==> src/rtl/core/dmir_div.sv <==
// Pipelined restoring divider, STEPS quotient bits per stage.
`timescale 1ns / 1ps
`default_nettype none

module dmir_div #(
    parameter int NUM_W = 32,
    parameter int DEN_W = 11,
    parameter int Q_W   = 24,
    parameter int STEPS = 4
) (
    input  wire logic             clk,
    input  wire logic             en,
    input  wire logic [NUM_W-1:0] num,
    input  wire logic [DEN_W-1:0] den,
    output logic      [Q_W-1:0]   quo
);

    localparam int STAGES = Q_W / STEPS;

    // numerator low bits shift out the top while quotient bits shift in
    logic [DEN_W-1:0] rem_reg [STAGES];
    logic [Q_W-1:0]   lq_reg  [STAGES];
    logic [DEN_W-1:0] den_reg [STAGES];

    for (genvar s = 0; s < STAGES; s++)
    begin : g_stage
        logic [DEN_W-1:0] r_in;
        logic [Q_W-1:0]   w_in;
        logic [DEN_W-1:0] d_in;
        logic [DEN_W-1:0] r;
        logic [Q_W-1:0]   w;
        logic [DEN_W:0]   t;
        logic [DEN_W-1:0] d;

        if (s == 0)
        begin : g_first
            // top numerator bits are below the divisor for a valid query
            assign r_in = {{(DEN_W-(NUM_W-Q_W)){1'b0}}, num[NUM_W-1:Q_W]};
            assign w_in = num[Q_W-1:0];
            assign d_in = den;
        end
        else
        begin : g_next
            assign r_in = rem_reg[s-1];
            assign w_in = lq_reg[s-1];
            assign d_in = den_reg[s-1];
        end

        always_comb
        begin
            r = r_in;
            w = w_in;
            d = d_in;
            t = '0;
            for (int k = 0; k < STEPS; k++)
            begin
                t = {r, w[Q_W-1]};
                w = {w[Q_W-2:0], 1'b0};
                if (t >= {1'b0, d})
                begin
                    t    = t - {1'b0, d};
                    w[0] = 1'b1;
                end
                r = t[DEN_W-1:0];
            end
        end

        always_ff @(posedge clk)
        begin
            if (en)
            begin
                rem_reg[s] <= r;
                lq_reg[s]  <= w;
                den_reg[s] <= d;
            end
        end
    end

    assign quo = lq_reg[STAGES-1];

endmodule

`default_nettype wire

==> config.mk <==
export PLATFORM = sky130hd
export DESIGN_NAME = dmir_div
export DESIGN_NICKNAME = d
export VERILOG_FILES = /design/src/rtl/core/dmir_div.sv
export SDC_FILE = /design/constraint.sdc
export NUM_CORES = 1
export LEC_CHECK = 0
export ABC_AREA = 0
export BUFFER_PORTS_ARGS = -buffer_cell sky130_fd_sc_hd__buf_2
export CORE_UTILIZATION = 65
export CTS_BUF_LIST = sky130_fd_sc_hd__clkbuf_2
export DETAILED_ROUTE_END_ITERATION = 8
export GPL_TIMING_DRIVEN = 0
export PLACE_DENSITY_LB_ADDON = 0.2
export SYNTH_ARGS = -nofsm -noshare
export SYNTH_HDL_FRONTEND = slang
export SYNTH_SLANG_ARGS = --single-unit
export TNS_END_PERCENT = 50
==> constraint.sdc <==
create_clock -name clk -period 13.5 [get_ports clk]
set_input_delay 1.35 -clock clk [delete_from_list [all_inputs] [get_ports clk]]
set_output_delay 1.35 -clock clk [all_outputs]
set_load 0.1 [all_outputs]
-- After elaboration in Yosys (flattened, before gate mapping)
Memory sizes are Yosys's and may differ from the RTL's.
Index checks and enable logic that the tools add are counted.
- register bits after elaboration: 0
- bits in latches: 0
- bits in writable memories: 276
- ROM bits: 0
- input bits: 45
- output and inout port bits: 24
- word-level logic and storage cells: 101
- memories: 3
- $add $sub $neg: 24
- multipliers: 0
- div/mod/pow operators: 0
- $lt $le $gt $ge: 24
- equal/unequal tests: 0
- shifts and indexed selects: 0
- multiplexer cells: 50
- bitwise operators: 0
- reduce and logical (&&, ||, !) cells: 0
- memories (name ; words ; width ; read ports ; clocked after memory_dff ; write ports ; RTL line ; source):
    lq_reg ; 6 ; 24 ; 6 ; 0 ; 6 ; 22 ; logic [Q_W-1:0] lq_reg [STAGES];
    den_reg ; 6 ; 11 ; 5 ; 0 ; 6 ; 23 ; logic [DEN_W-1:0] den_reg [STAGES];
    rem_reg ; 6 ; 11 ; 5 ; 0 ; 6 ; 21 ; logic [DEN_W-1:0] rem_reg [STAGES];
- operators with widths (cell ; count):
    >= comparator 12 x 11 -> 1 bit ; 23
    2-to-1 mux 11 bit ; 24
    subtractor 11 bit ; 23
    2-to-1 mux 1 bit ; 26
    >= comparator 9 x 11 -> 1 bit ; 1
    subtractor 9 x 11 -> 11 bit ; 1

-- Longest topological paths before layout
Gate-level depths: netlist of run 1.
An unclocked memory read counts as a cell.
- depth in word-level cells: 9
- mapped depth: 42
- mapped depth without buffers: 38

-- Least setup slack after synthesis of run 1
OpenSTA, ideal clock, no wires.
- kind: input -> register
- start: in den[2]
- end: mem rem_reg[0][1] (data pin)
- setup time: 0.273 ns
- arrival time: 8.962 ns
- data required time: 13.227 ns
- path slack: 4.266 ns
- stages on the path: 39
- buffers on the path: 4
- path through: inv_1 ha_1 buf_2 o21ai_1 a21oi_1 o311a_4 o31ai_4 clkbuf_1 o21ai_0 ha_1 inv_1 o31ai_1 a21oi_1 o31ai_1 a21oi_4 clkinv_1 mux2_2 ha_1 [3 not listed] o311a_1 o21a_1 nor3_4 inv_2 clkbuf_1 nor2_1 a21oi_1 ha_1 nor2b_1 o31a_1 o21bai_1 a21boi_0 o21ai_0 a21oi_1 nor4_1 a22o_1 buf_2 o221ai_1
- RTL lines (item ; RTL line ; source):
    start, declared ; 14 ; input wire logic [DEN_W-1:0] den,
    end, declared ; 21 ;

==> results of run 1 <==
[worst max path at each step]
stage	depth (start not counted)	slack [ns]	endpoint	start
CTS	37	2.72	rem_reg[1][8]	den_reg[0][5]
global placement	39	2.24	rem_reg[0][2]	den[2]
floorplan	39	4.27	rem_reg[0][1]	den[2]
detailed placement	40	2.18	rem_reg[0][2]	den[2]
finish	37	2.50	rem_reg[1][8]	den_reg[0][5]
global route	37	1.80	rem_reg[1][8]	den_reg[0][5]
[layer usage]
metal	share of wire (%)	GRT usage, %	up-vias	wire (um)
li1	-	-	8804	-
met1	44	39.8	8514	23200
met2	47	51.3	598	24700
met3	5.7	4.47	129	3010
met4	3.2	12.8	0	1690
met5	0	0	-	0
[metrics by stage]
stage               std cells  util, %  instance area (um^2)  setup slack (ns)  hold WS, ns
finish                   2903     71.1                 23800              2.50        0.396
global route             2903     71.1                 23800              1.80        0.393
detailed placement       2781     69.1                 23200              2.18        0.405
CTS                      2902     71.1                 23800              2.72        0.381
global placement         2779     68.9                 23100              2.24        0.401
floorplan                2263        -                 22200              4.27        0.400
[layout make-up]
type	count	area, um^2
diodes	1	2.50
plain buffers	36	174
clock buffers	91	455
clock inverters	30	206
fillers	2575	9700
inverters	191	717
multi-input cells	1782	13700
flip-flops and latches	254	7630
well taps	448	561
repair buffers	70	405
[layout by cell type, fill, tap and decap left out, types with 30 or more instances in the layout]
| cell | count |
|---|---|
| sky130_fd_sc_hd__edfxtp_1 | 254 |
| sky130_fd_sc_hd__nand3_1 | 49 |
| sky130_fd_sc_hd__xor2_1 | 51 |
| sky130_fd_sc_hd__xnor2_1 | 77 |
| sky130_fd_sc_hd__nand4_1 | 46 |
| sky130_fd_sc_hd__mux2i_1 | 43 |
| sky130_fd_sc_hd__nor2_1 | 184 |
| sky130_fd_sc_hd__clkbuf_2 | 91 |
| sky130_fd_sc_hd__nand2_1 | 136 |
| sky130_fd_sc_hd__nor2b_1 | 55 |
| sky130_fd_sc_hd__a21oi_1 | 128 |
| sky130_fd_sc_hd__a21o_1 | 44 |
| sky130_fd_sc_hd__o21ai_0 | 123 |
| sky130_fd_sc_hd__o21a_1 | 30 |
| sky130_fd_sc_hd__nand2b_1 | 36 |
| sky130_fd_sc_hd__inv_1 | 187 |
| sky130_fd_sc_hd__nor3_1 | 50 |
| sky130_fd_sc_hd__buf_2 | 77 |
| sky130_fd_sc_hd__mux2_2 | 118 |
| sky130_fd_sc_hd__ha_1 | 262 |
[cell families after synthesis]
group	share of synthesized area, %
buffers and inverters	4.01
multiplexers	8.59
XOR/XNOR	5.05
AO/OA/AOI/OAI	16.3
adder cells (fa/ha/maj)	16.8
AND/OR/NAND/NOR	14.8
flip-flops	34.4
==> Flow_metrics.wiki, run 1 <==
{| class="wikitable"
! Metric !! Value
|-
| Flip-flop count of the largest register after layout || between 100 and 150
|-
| Critical R2R Capture || rem_reg[1][8]
|-
| Top delay family on crit path || compound AO/OA/AOI/OAI gates
|-
| Delay contributed by the slowest stage of the critical path || between 0.6 and 0.7 ns
|-
| Number of global-route vias before repair || about 18k
|-
| Crit-path slowest cell || sky130_fd_sc_hd__o41ai_1
|-
| Cell repeated most along the worst path || sky130_fd_sc_hd__o21ai_0
|-
| Die height || approximately 190 um
|-
| Clock tree from TritonCTS || built
|-
| Hold/Removal Path Class || reg2reg
|-
| Type of the setup path with the least slack || reg2reg
|-
| Most area-consuming cells after synthesis || sky130_fd_sc_hd__edfxtp_1 34%, sky130_fd_sc_hd__ha_1 15%, sky130_fd_sc_hd__mux2_2 6.0%, sky130_fd_sc_hd__inv_1 3.2%, sky130_fd_sc_hd__nor2_1 3.1%
|-
| Pin count of the biggest net entering global routing || 110
|-
| Horizontal die dimension || between 150 and 200 um
|-
| Clock transition at the registers of the reported paths || around 0.11 ns
|-
| Result of the run || completed
|-
| Register-to-Register Path Depth || 37
|-
| Main flop type after synthesis || sky130_fd_sc_hd__edfxtp_1
|-
| Final number of setup-violating endpoints || 0
|-
| Maximum clock frequency || between 0.09 and 0.1 GHz
|-
| Layout-stage area growth over the synthesis result || 7.34%
|-
| Clock tree root buffer cell || sky130_fd_sc_hd__clkbuf_2
|-
| Sequential element share of the synthesized area || between 30 and 40%
|-
| FP Rows || 67
|-
| Most instantiated cells after synthesis || 262 x sky130_fd_sc_hd__ha_1, 254 x sky130_fd_sc_hd__edfxtp_1, 187 x sky130_fd_sc_hd__inv_1, 184 x sky130_fd_sc_hd__nor2_1, 136 x sky130_fd_sc_hd__nand2_1
|-
| Initial core utilization || between 60% and 70%
|-
| Maximum fanout count along the critical path || 10
|-
| Synth Register Bits || ~250
|-
| Number of antenna violations at the first check in global routing || 1
|-
| Drt drc || 0
|-
| Least-Margin Pin Slew || slightly above 0.8 ns
|-
| CTS sink count || around 250
|-
| Setup repair after global routing missed its margin || false
|-
| Synthesized area per cell || between 9 and 10 um^2
|-
| Number of nets in the finished design || 2736
|-
| Synthesized netlist cell count || between 2k and 2.5k
|-
| Routability congestion estimate from global placement || roughly 0.95
|-
| Final global-route overflow total || 0
|-
| Total buffers and inverters traversed by the critical path || 5
|-
| Total iterations of the first detailed-routing run || 7
|-
| WL/cell || approximately 18 um
|-
| Critical path capture point type || register
|-
| Share of post-route cells with drive strength above 1 || around 14%
|-
| Count leader, synth || sky130_fd_sc_hd__ha_1
|-
| Sum of net half-perimeters after detailed placement || 40.5 mm
|-
| Floorplan core area || between 30000 and 40000 um^2
|-
| Worst EP required || around 14 ns
|-
| Postcts setup bufs || 0
|-
| Post-CTS Resized || 0
|-
| Antenna Violating Nets Remaining || 0
|-
| Instance count along the most critical hold path || 0
|-
| Via density per instance || 6.22
|-
| Cell type with the largest total area after synthesis || sky130_fd_sc_hd__edfxtp_1
|-
| Number of buffers between clock root and the deepest sink || 3
|-
| H-Tree Level Count || 3
|-
| Share of the clock period used by the worst path after layout || between 80% and 90%
|-
| Number of nets produced by synthesis || around 2.6k
|-
| Nature of the critical path startpoint || register
|-
| Slew margin rel. || about 45%
|-
| Startpoint of the worst hold path || lq_reg[1][13]
|-
| Share of flip-flops with an asynchronous set or reset after synthesis || 0%
|-
| Portion of synthesized cell area occupied by the leading cell type || approximately 34%
|-
| Number of port buffers || a little under 70
|-
| GRT Resource Usage Total || between 30% and 40%
|-
| Total count of hold-check failures in the final report || 0
|-
| Total die area || roughly 35000 um^2
|-
| Clock network latency to the later pin of the worst-skew pair || slightly below 1 ns
|-
| Origin of the critical flop-to-flop path || den_reg[0][5]
|-
| DR vias || 18.0k
|-
| Global-route wire length before repair || 86.8 mm
|-
| Detailed router's first-iteration violation count || 1319
|-
| Worst endpoint data arrival time || around 12 ns
|-
| Setup skew after layout || between 0.09 and 0.1 ns
|-
| TritonCTS buffer count || just over 70
|-
| Number of ports placed on the die boundary || 69
|-
| Distinct cell type count of the synthesized netlist || 91
|-
| Hold buffers post-CTS || 0
|-
| Cell Area, Synth || about 22000 um^2
|-
| Number of flops mapped to enable cells by yosys || around 250
|-
| Setup_tns || 0 ns
|-
| End of the worst hold path || lq_reg[2][17]
|-
| Min cycle time layout || between 10 and 15 ns
|-
| Routed wire length || between 50 and 60 mm
|-
| Maximum Capacitance Violations || 0
|-
| Max-slew violation total from the final report || 0
|-
| Warning count from the yosys run || 0
|-
| Setup slack of the worst register-to-register path || approximately 2.5 ns
|}
Power of run 1 is left out: the tool's default activity adds up to more than one toggle a clock period on the data nets, which glitch-free logic cannot reach.
==> inputs of run 2 (changes only) <==
- CORE_UTILIZATION: 65 -> 59
- clock period: 13.5 -> 9.06 ns (I/O delays scaled with it)
==> Flow_metrics.wiki, run 2 (synthesis gave the netlist of run 1 again) <==
{| class="wikitable"
! Metric !! Value
|-
| Top delay family on crit path || compound AO/OA/AOI/OAI gates
|-
| Critical path capture point type || register
|-
| FP Rows || 70 (+4.5%)
|-
| Setup skew after layout || 0.105 ns (+0.00810 ns)
|-
| Antenna Violating Nets Remaining || 0 (unchanged)
|-
| Die height || 196 um (+4.9%)
|-
| Clock network latency to the later pin of the worst-skew pair || 1.03 ns (+0.05 ns)
|-
| Maximum Capacitance Violations || 0 (unchanged)
|-
| Least-Margin Pin Slew || 0.890 ns (+0.0680 ns)
|-
| H-Tree Level Count || 3 (unchanged)
|-
| Total buffers and inverters traversed by the critical path || 4 (-1)
|-
| Floorplan core area || 36800 um^2 (+9.7%)
|-
| Initial core utilization || 60.4% (-5.9 points)
|-
| Via density per instance || 6.11 (-1.8%)
|-
| GRT Resource Usage Total || 28.6% (-2.1 points)
|-
| DR vias || 18.4k (+1.8%)
|-
| Total iterations of the first detailed-routing run || 5 (-2)
|-
| Detailed router's first-iteration violation count || 1352 (+2.5%)
|-
| Number of global-route vias before repair || 17.9k (+0.64%)
|-
| Sum of net half-perimeters after detailed placement || 40.7 mm (+0.48%)
|-
| Result of the run || completed
|-
| Number of antenna violations at the first check in global routing || 2 (+1)
|-
| TritonCTS buffer count || 69 (-2.8%)
|-
| Number of ports placed on the die boundary || 69 (unchanged)
|-
| Type of the setup path with the least slack || reg2reg
|-
| Maximum clock frequency || 0.114 GHz (+25%)
|-
| Pin count of the biggest net entering global routing || 137 (+25%)
|-
| Min cycle time layout || 8.80 ns (-2.20 ns)
|-
| Share of the clock period used by the worst path after layout || 97.1% (+16 points)
|-
| Layout-stage area growth over the synthesis result || 13.5%
|-
| Total count of hold-check failures in the final report || 0 (unchanged)
|-
| Horizontal die dimension || 196 um (+4.9%)
|-
| Clock tree root buffer cell || sky130_fd_sc_hd__clkbuf_2
|-
| CTS sink count || 254 (unchanged)
|-
| Number of nets in the finished design || 2818 (+3.0%)
|-
| Delay contributed by the slowest stage of the critical path || 0.44 ns (-0.24 ns)
|-
| Start point of the critical path || den_reg[3][0]
|-
| Clock tree from TritonCTS || built
|-
| Commonest cells after routing, fill and taps aside || 256 x sky130_fd_sc_hd__ha_1, 254 x sky130_fd_sc_hd__edfxtp_1, 180 x sky130_fd_sc_hd__nor2_1
|-
| Global-route wire length before repair || 87.7 mm (+1.0%)
|-
| Number of port buffers || 68 (unchanged)
|-
| Final number of setup-violating endpoints || 0 (unchanged)
|-
| Worst EP required || 9.84 ns (-4.35 ns)
|-
| Drt drc || 0 (unchanged)
|-
| WL/cell || 18.3 um (+0.68%)
|-
| Routed wire length || 54.9 mm (+4.3%)
|-
| Most common cell after layout, fill and taps aside || sky130_fd_sc_hd__ha_1
|-
| Crit-path slowest cell || sky130_fd_sc_hd__fa_1
|-
| Filler Cell Count || 2870 (+11%)
|-
| Max-slew violation total from the final report || 0 (unchanged)
|-
| Startpoint of the worst hold path || num[14]
|-
| Worst endpoint data arrival time || 9.58 ns (-2.11 ns)
|-
| Number of buffers between clock root and the deepest sink || 3 (unchanged)
|-
| Slew margin rel. || 40.7% (-3.8 points)
|-
| Nature of the critical path startpoint || register
|-
| Share of post-route cells with drive strength above 1 || 21.6% (+7.4 points)
|-
| Final global-route overflow total || 0 (unchanged)
|-
| Final worst setup slack || 0.260 ns (-2.24 ns)
|-
| Hold/Removal Path Class || in2reg
|-
| Flip-flop count of the largest register after layout || 144 (unchanged)
|-
| Clock transition at the registers of the reported paths || 0.13 ns (+0.02 ns)
|-
| Maximum fanout count along the critical path || 10 (unchanged)
|-
| Total die area || 38400 um^2 (+10%)
|-
| Routability congestion estimate from global placement || 0.913 (-4.3%)
|-
| Worst setup slack after placement || -1.71 ns (-3.89 ns)
|-
| Origin of the critical flop-to-flop path || den_reg[3][0]
|}
[run 2: area by class of cell]
cell class | instances | area [um^2] | share of cell area, %
multi-input combinational | 1782 | 14300 | 56.6
sequential | 254 | 7630 | 30.3
timing repair buffer | 156 | 1050 | 4.15
inverter | 191 | 731 | 2.90
tap | 468 | 586 | 2.32
clock buffer | 89 | 445 | 1.77
buffer | 34 | 258 | 1.02
clock inverter | 28 | 226 | 0.899
antenna | 6 | 15.0 | 0.0596
[run 2: repair_timing]
item	in CTS	in global routing
pin swaps	14	46
setup buffers	33	45
hold buffers	7	0
setup endpoints to repair	62	61
hold endpoints to repair	7	0
gates resized for setup	102	119
cloned	0	2
[run 2: worst register-to-register path: cells and delay by family, from the launching register on]
kind	cells	cell delay, ns
and+or+nand+nor	6	1.07
AOI/OAI and AO/OA	18	3.31
DFF	1	0.43
adders and majority gates	5	1.73
buffers and inverters	4	0.76
muxes	4	1.24
[run 2: worst paths after layout]
kind	end	slack [ns]	cells after the start
setup / recovery	rem_reg[4][8]	0.26	37
hold reg to reg	lq_reg[2][8]	0.38	0
hold / removal	lq_reg[0][18]	0.08	1
setup reg to reg	rem_reg[4][8]	0.26	37
[run 2: metrics by stage]
step | hold WS (ns) | cell area, um^2 | util, % | setup TNS (ns) | cells
after CTS | 0.000237 | 24400 | 66.4 | 0 | 2955
final | 0.0840 | 25200 | 68.5 | 0 | 3008
after global placement | 0.401 | 23100 | 62.9 | -80.13 | 2799
after floorplan | 0.400 | 22200 | - | 0 | 2263
after global routing | -0.0101 | 25200 | 68.5 | -0.735 | 3005
after detailed placement | 0.405 | 23200 | 63.0 | -85.96 | 2800
[run 2: per-layer routing]
layer  GRT usage, %  vias up  part of all wire, %
li1               -     8980                    -
met1           37.4     8723                   45
met2           47.8      533                   47
met3           4.73      128                  5.2
met4           10.1        0                  2.8
met5              0        -                    0
Power of run 2 is left out for the same reason.
==> inputs of run 3 (changes only) <==
- REMOVE_ABC_BUFFERS: default -> 1
==> Flow_metrics.wiki, run 3 (synthesis gave the netlist of run 1 again) <==
{| class="wikitable"
! Metric !! Value
|-
| Result of the run || completed
|-
| Share of post-route cells with drive strength above 1 || 20.3% (-1.3 points)
|-
| WL/cell || 18.5 um (+1.5%)
|-
| Clock transition at the registers of the reported paths || 0.15 ns (+0.02 ns)
|-
| Sum of net half-perimeters after detailed placement || 40.0 mm (-1.6%)
|-
| Number of ports placed on the die boundary || 69 (unchanged)
|-
| Global-route wire length before repair || 87.7 mm (about the same)
|-
| Routed wire length || 55.2 mm (+0.51%)
|-
| Flip-flop count of the largest register after layout || 144 (unchanged)
|-
| Detailed router's first-iteration violation count || 1274 (-5.8%)
|-
| Worst EP required || 9.74 ns (-0.10 ns)
|-
| Initial core utilization || 60.4% (unchanged)
|-
| Clock tree root buffer cell || sky130_fd_sc_hd__clkbuf_2
|-
| Via density per instance || 6.16 (+0.84%)
|-
| Total die area || 38400 um^2 (unchanged)
|-
| Number of port buffers || 68 (unchanged)
|-
| H-Tree Level Count || 3 (unchanged)
|-
| Die height || 196 um (unchanged)
|-
| Setup skew after layout || 0.0753 ns (-0.0302 ns)
|-
| Routability congestion estimate from global placement || 0.899 (-1.5%)
|-
| Pin count of the biggest net entering global routing || 138 (+0.73%)
|-
| DR vias || 18.3k (-0.14%)
|-
| Total count of hold-check failures in the final report || 0 (unchanged)
|-
| Final number of setup-violating endpoints || 0 (unchanged)
|-
| Final global-route overflow total || 0 (unchanged)
|-
| Worst setup slack after placement || -2.29 ns (-0.583 ns)
|-
| Hold/Removal Path Class || in2reg
|-
| Slew margin rel. || 22.2% (-18 points)
|-
| Number of global-route vias before repair || 17.7k (-0.97%)
|-
| TritonCTS buffer count || 68 (-1.4%)
|-
| Drt drc || 0 (unchanged)
|-
| Maximum clock frequency || 0.113 GHz (-0.63%)
|-
| Most common cell after layout, fill and taps aside || sky130_fd_sc_hd__ha_1
|-
| Number of nets in the finished design || 2797 (-0.75%)
|-
| Delay contributed by the slowest stage of the critical path || 0.47 ns (+0.03 ns)
|-
| Share of the clock period used by the worst path after layout || 97.7% (+0.61 points)
|-
| Hold buffers post-CTS || 0 (-7)
|-
| Commonest cells after routing, fill and taps aside || 259 x sky130_fd_sc_hd__ha_1, 254 x sky130_fd_sc_hd__edfxtp_1, 182 x sky130_fd_sc_hd__nor2_1
|-
| Antenna Violating Nets Remaining || 0 (unchanged)
|-
| Max-slew violation total from the final report || 0 (unchanged)
|-
| FP Rows || 70 (unchanged)
|-
| Maximum Capacitance Violations || 0 (unchanged)
|-
| Worst endpoint data arrival time || 9.54 ns (-0.04 ns)
|-
| Maximum fanout count along the critical path || 12 (+2)
|-
| Final worst setup slack || 0.205 ns (-0.0554 ns)
|-
| Type of the setup path with the least slack || reg2reg
|-
| Nature of the critical path startpoint || register
|-
| Clock network latency to the later pin of the worst-skew pair || 0.96 ns (-0.07 ns)
|-
| Floorplan core area || 36800 um^2 (unchanged)
|-
| Horizontal die dimension || 196 um (unchanged)
|-
| Min cycle time layout || 8.86 ns (+0.0554 ns)
|-
| Clock tree from TritonCTS || built
|-
| Layout-stage area growth over the synthesis result || 12.7%
|-
| Total iterations of the first detailed-routing run || 6 (+1)
|-
| Crit-path slowest cell || sky130_fd_sc_hd__edfxtp_1
|-
| Least-Margin Pin Slew || 1.17 ns (+0.277 ns)
|-
| CTS sink count || 254 (unchanged)
|-
| Critical path capture point type || register
|-
| Cell repeated most along the worst path || sky130_fd_sc_hd__ha_1
|-
| Number of buffers between clock root and the deepest sink || 3 (unchanged)
|-
| Number of antenna violations at the first check in global routing || 2 (unchanged)
|-
| GRT Resource Usage Total || 28.4% (-0.15 points)
|}
[run 3: cell types whose count changed in the layout (fill, tap and decap cells not counted), moves of 7 or more]
| cell | before | now |
|---|---|---|
| sky130_fd_sc_hd__clkbuf_2 | 92 | 85 |
| sky130_fd_sc_hd__dlygate4sd3_1 | 7 | 0 |
| sky130_fd_sc_hd__o21ai_2 | 12 | 4 |
| sky130_fd_sc_hd__o21ai_1 | 21 | 28 |
[run 3: per-stage QoR]
step | instance area (um^2) | hold WS (ns) | TNS, ns | std cells | util, %
after floorplan | 22000 | 0.400 | -11.33 | 2227 | -
after global placement | 23000 | 0.401 | -129.32 | 2763 | 62.4
after detailed placement | 23100 | 0.405 | -102.88 | 2770 | 62.7
after CTS | 24200 | 0.00443 | -0.0562 | 2916 | 65.8
after global routing | 25000 | -0.0100 | -0.220 | 2979 | 68.0
final | 25000 | 0.103 | 0 | 2979 | 68.0
[run 3: what timing repair did]
item,4_1_cts,5_1_grt
cloned,0,2
pin swaps,14,32
gates resized for setup,52,100
setup endpoints to repair,61,61
setup buffers,34,59
[run 3: layer usage]
metal / wire length, um / global-route usage, % / vias up
met1: 24300 / 36.3 / 8732
met4: 1930 / 11.5 / 0
li1: - / - / 8925
met5: 0 / 0 / -
met3: 2420 / 4.38 / 143
met2: 26600 / 48.2 / 539
[run 3: critical path, delay by kind of cell, from the launching register on]
family / cells / cell delay (ns)
DFF: 1 / 0.47
buffers and inverters: 3 / 0.57
adders and majority gates: 5 / 1.66
AOI/OAI and AO/OA: 13 / 2.85
muxes: 5 / 1.55
and+or+nand+nor: 6 / 1.46
[run 3: path summary, 6_finish.rpt]
check / slack [ns] / to / depth (start not counted) / start
hold reg to reg: 0.39 / lq_reg[3][17] / 0 / lq_reg[2][13]
hold / removal: 0.10 / lq_reg[0][14] / 1 / num[10]
setup reg to reg: 0.20 / rem_reg[1][4] / 32 / den_reg[0][0]
setup / recovery: 0.20 / rem_reg[1][4] / 32 / den_reg[0][0]
[run 3: final cells by class]
cell class / count / area [um^2]
timing repair buffer: 168 / 1170
antenna: 2 / 5.00
clock inverter: 27 / 181
inverter: 191 / 729
sequential: 254 / 7630
clock buffer: 85 / 425
multi-input combinational: 1784 / 14300
tap: 468 / 586
fill: 2900 / 11800
Power of run 3 is left out for the same reason.
